--- config.mk ---
export PLATFORM = sky130hd
export DESIGN_NAME = cht_ctrl
export DESIGN_NICKNAME = d
export VERILOG_FILES = /design/src/rtl/cht_pkg.sv /design/src/rtl/cht_ctrl.sv
export SDC_FILE = /design/constraint.sdc
export NUM_CORES = 1
export LEC_CHECK = 0
export ABC_AREA = 1
export BUFFER_PORTS_ARGS = -buffer_cell sky130_fd_sc_hd__buf_2
export CAP_MARGIN = 10
export CORE_AREA = 8 8 45 47
export CTS_CLUSTER_SIZE = 16
export DETAILED_ROUTE_END_ITERATION = 7
export DIE_AREA = 0 0 53 55
export PLACE_DENSITY = 0.6
export SLEW_MARGIN = 20
export SYNTH_ARGS = -nofsm -noshare
export SYNTH_HDL_FRONTEND = slang
export SYNTH_SLANG_ARGS = --single-unit
--- constraint.sdc ---
create_clock -name clk -period 2.65 [get_ports clk]
set_input_delay 0 -clock clk [delete_from_list [all_inputs] [get_ports clk]]
set_output_delay 0 -clock clk [all_outputs]
set_load 0.1 [all_outputs]
--- src/rtl/cht_pkg.sv ---
// Shared types, constants and slot index functions for the cuckoo hash table core.
// Depends on nothing; every other file in rtl imports it.
package cht_pkg;

  // Table geometry. The second slot index starts at this key bit.
  localparam int TABLE_DEPTH  = 8192;
  localparam int IDX_W        = $clog2(TABLE_DEPTH);
  localparam int SECOND_SHIFT = 16;
  localparam int KEY_W        = 64;
  localparam int PAY_W        = 16;
  localparam int CNT_W        = 8;
  localparam logic [CNT_W-1:0] MAX_DISP_RESET = CNT_W'(32);

  // Operation codes.
  localparam logic OP_LOOKUP = 1'b0;
  localparam logic OP_INSERT = 1'b1;

  typedef logic [IDX_W-1:0] idx_t;

  // Input transaction.
  typedef struct packed {
    logic             operation;
    logic [KEY_W-1:0] entry_key;
    logic [PAY_W-1:0] entry_payload;
  } cht_req_t;

  // Result transaction.
  typedef struct packed {
    logic             found;
    logic             insert_failed;
    logic [KEY_W-1:0] result_key;
    logic [PAY_W-1:0] result_payload;
  } cht_rsp_t;

  // One word of the slot memory.
  typedef struct packed {
    logic             valid;
    logic [KEY_W-1:0] key;
    logic [PAY_W-1:0] payload;
  } slot_t;

  // Read address selection.
  typedef enum logic [1:0] {
    RD_FIRST  = 2'd0,
    RD_SECOND = 2'd1,
    RD_AT     = 2'd2
  } rd_sel_t;

  // Commands from the controller to the datapath.
  typedef struct packed {
    logic    clr_step;
    logic    load;
    logic    rd_en;
    rd_sel_t rd_sel;
    logic    keep_a;
    logic    swap;
    logic    emit_lookup;
    logic    emit_ins_ok;
    logic    emit_ins_fail;
  } cht_cmd_t;

  // Status from the datapath to the controller.
  typedef struct packed {
    logic clr_last;
    logic new_insert;
    logic limit_hit;
    logic rd_valid;
  } cht_stat_t;

  // The first slot is the low key bits.
  function automatic idx_t first_slot(input logic [KEY_W-1:0] key);
    return key[IDX_W-1:0];
  endfunction

  // The second slot is the key bits from SECOND_SHIFT upwards.
  function automatic idx_t second_slot(input logic [KEY_W-1:0] key);
    return key[SECOND_SHIFT +: IDX_W];
  endfunction

endpackage

--- src/rtl/cht_ctrl.sv ---
// Controller state machine for the cuckoo hash table core.
// Depends on cht_pkg for the command and status structs.
module cht_ctrl (
  input  logic               clk,
  input  logic               rst,
  input  logic               start,
  input  cht_pkg::cht_stat_t stat,
  output cht_pkg::cht_cmd_t  cmd,
  output logic               busy
);
  import cht_pkg::*;

  typedef enum logic [6:0] {
    S_CLEAR = 7'b0000001,
    S_IDLE  = 7'b0000010,
    S_LK_A  = 7'b0000100,
    S_LK_B  = 7'b0001000,
    S_LK_C  = 7'b0010000,
    S_IN_RD = 7'b0100000,
    S_IN_WR = 7'b1000000
  } state_t;

  state_t state, state_next;

  // State register; reset starts the clearing pass.
  always_ff @(posedge clk) begin
    if (rst) begin
      state <= S_CLEAR;
    end else begin
      state <= state_next;
    end
  end

  // Next state and command decode.
  always_comb begin
    state_next = state;
    cmd        = '0;
    cmd.rd_sel = RD_AT;
    unique case (state)
      S_CLEAR: begin
        cmd.clr_step = 1'b1;
        if (stat.clr_last) begin
          state_next = S_IDLE;
        end
      end
      S_IDLE: begin
        if (start) begin
          cmd.load   = 1'b1;
          state_next = stat.new_insert ? S_IN_RD : S_LK_A;
        end
      end
      S_LK_A: begin
        cmd.rd_en  = 1'b1;
        cmd.rd_sel = RD_FIRST;
        state_next = S_LK_B;
      end
      S_LK_B: begin
        cmd.rd_en  = 1'b1;
        cmd.rd_sel = RD_SECOND;
        cmd.keep_a = 1'b1;
        state_next = S_LK_C;
      end
      S_LK_C: begin
        cmd.emit_lookup = 1'b1;
        state_next      = S_IDLE;
      end
      S_IN_RD: begin
        // The swap budget is checked before each read of the chase.
        if (stat.limit_hit) begin
          cmd.emit_ins_fail = 1'b1;
          state_next        = S_IDLE;
        end else begin
          cmd.rd_en  = 1'b1;
          cmd.rd_sel = RD_AT;
          state_next = S_IN_WR;
        end
      end
      S_IN_WR: begin
        cmd.swap = 1'b1;
        if (stat.rd_valid) begin
          state_next = S_IN_RD;
        end else begin
          cmd.emit_ins_ok = 1'b1;
          state_next      = S_IDLE;
        end
      end
      default: begin
        state_next = S_IDLE;
      end
    endcase
  end

  assign busy = (state != S_IDLE);

endmodule

==> flow_summary.toml <==
[outcome]
status = "complete, no violations"

[route]
routed_wl_mm = 1.16
ant_nets = 0
drc = 0
post_drt_via_cell_ratio = 4.46
dr.first_iter.drc_count = 10
firstDrtPassIters = 2
num_vias = 468
wl_per_cell_um = 11.0

[floorplanning]
pin_count = 18
dieArea_um2 = 2920
die_height_um = 55
fp.coreArea_um2 = 1380
initial_utilization_pct = 30.8
rows = 14
fp.dieW_um = 53

[layout]
syn2layout_area_growth_pct = 37.0
largest_register_ffs = 7
largest-register = "state"
drive_gt1_share_pct = 38.2
fin_area_um2 = 584
nets = 97
top_regs = "state (7)"
antenna_cells = 0

[clock_network]
path_clk_slew_ps = 50
cts_resized = 0
insertion_delay_ps = 250
cts_buffer_depth = 2
cts_sinks = 7
cts_buffers = 3
root_buffer = "clkbuf_4"
cts_tree = "built"
htreeDepth = 1
post_cts_buffers = 0

[sta]
post-route-period-util_pct = 61.6
slew_headroom_pct = 67.0
finalHoldViolations = 0
drv_slew = 0
rsz0062_at_grt = "no"
clock_skew_ps = 1.58
setup_viol = 0
setup-tns-final_ps = 0
tightest_slew_ps = 498
period_needed_ps = 1630
max_freq_mhz = 613

[worst_hold_path]
min_path_cells = 2
worstHoldStart = "rst"
hp-class = "in2reg"
worstHoldEndpoint = "state[3]"

[critical_path]
critPathCaptureType = "register"
path_cells = "inv_2, nand2_1, nor2_2, nand2_1, nor4_1, dlygate4sd3_1"
critPathRequiredTime_ps = 2850
cp_slowest_cell = "dlygate4sd3_1"
worst_ep_arrival_time_ps = 1830
startpoint_type = "register"
reg2reg_depth = 6
max_stage_delay_ps = 570
cp_max_fo = 4
r2r-end = "state[2]"
crit_top_cell = "nand2_1"
r2r_setup_slack_ps = 1020
crit_type = "reg2reg"
reg2reg_from = "state[5]"

[pwr]
power_uw = 280
p_int_uw = 183
powerDensity_nw_per_um2 = 480
p_leak_uw = 0.000325
p_seq_share_pct = 40.1
ir_drop_mv = 0.177
p_clk_share_pct = 34.9
switching_share_pct = 34.7
power_frac_comb_pct = 25.0
switchingPower_uw = 97.2

[global_routing]
antenna_found_initial = 0
grtUsageTotal_pct = 9.07
grt_max_degree = 7
grt_pass1_wl_mm = 1.86
grt_pass1_vias = 460
overflow = 0

[logic_synthesis]
syn_area_um2 = 427
avgSynthCellArea_um2 = 6.37
yosysSeqAreaShare_pct = 32.8
synth_seq_cells = 7
ys_types = 15
netlist_instances = 67
yosys_warnings = 0
synth_nets = 74

[place]
place.gp.congestion = 0.688
dp_hpwl_um = 918
placed_cell_area_um2 = 538
portBuffers = 17

[flow_run]
cap_violations = 0
per-layer routing:
metal,wire (um),track usage (%),vias to the layer above
li1,-,-,251
met1,528,9.26,201
met2,534,14.6,14
met3,74,2.41,2
met4,22,9.05,0
met5,0,0,-
kinds of logic after synthesis:
group                  Yosys count  synth area share (%)
AND/OR/NAND/NOR                 45                  51.0
buffers and inverters           13                  12.3
flip-flops                       7                  32.8
AO/OA/AOI/OAI                    2                  3.81
final cells by class:
| type | count | area [um2] |
|---|---|---|
| fill | 151 | 800 |
| multi-input combinational | 47 | 248 |
| sequential | 7 | 140 |
| timing repair buffer | 19 | 105 |
| inverter | 12 | 45.0 |
| clock buffer | 4 | 26.3 |
| tap | 16 | 20.0 |
how the worst max path moves through the flow:
stage	slack (ps)	to	cells past startpoint	startpoint
finish	1020	state[2]	6	state[5]
global route	900	state[2]	6	state[5]
CTS	1040	cmd[7]	6	state[6]
detailed placement	1320	cmd[7]	6	state[6]
global placement	1330	cmd[7]	6	state[6]
floorplan	8	cmd[9]	3	state[6]
layout by cell type (no fill, tap or decap), types with 2 or more instances in the layout:
master and instances:
nor2_1 8, nand3_1 4, dlygate4sd3_1 2, inv_1 11
nand2_1 15, nor2_2 7, dfxtp_1 7, buf_2 17
nor3_1 4, nand2_2 2, clkbuf_4 3
power groups by stage:
stage | clock, uW | combinational, uW | sequential, uW
6_report | 97.8 | 70.1 | 112
5_1_grt | 108 | 74.8 | 113
4_1_cts | 103 | 70.8 | 112
3_5_place_dp | 0 | 69.1 | 115
3_3_place_gp | 0 | 68.8 | 115
2_1_floorplan | 0 | 55.6 | 114
critical path: cells and delay by family (launching register included):
kind | cells | cell delay [ps]
simple gates | 4 | 560
flops | 1 | 340
buf+inv | 2 | 670
Yosys cell counts:
cell type	instances	area share [%]
nand2_1	15	13
inv_1	11	9.7
nor2_1	9	7.9
dfxtp_1	7	33
nor2_2	7	10
nand3_1	4	4.7
nor3_1	4	4.7
nand2_2	2	2.9
nor4_1	2	2.9
a211oi_1	1	1.8
a21oi_2	1	2.1
buf_4	1	1.8
inv_2	1	0.88
nand2_4	1	2.6
nand3b_1	1	1.8
repair_timing:
action,4_1_cts,5_1_grt
endpoints found under the hold margin,1,0
endpoints found under the setup margin,0,0
hold buffers,2,0
metrics by stage:
| step | setup WS [ps] | instances | utilization (%) | hold WS [ps] |
|---|---|---|---|---|
| floorplan | 8.34 | 67 | - | 76.4 |
| global placement | 1330 | 99 | 38.9 | 188 |
| detailed placement | 1320 | 99 | 38.9 | 190 |
| CTS | 1040 | 105 | 42.2 | 1.34 |
| global route | 905 | 105 | 42.2 | 20.3 |
| finish | 1020 | 105 | 42.2 | 7.12 |
No activity file was read; power rests on OpenSTA's default activity.
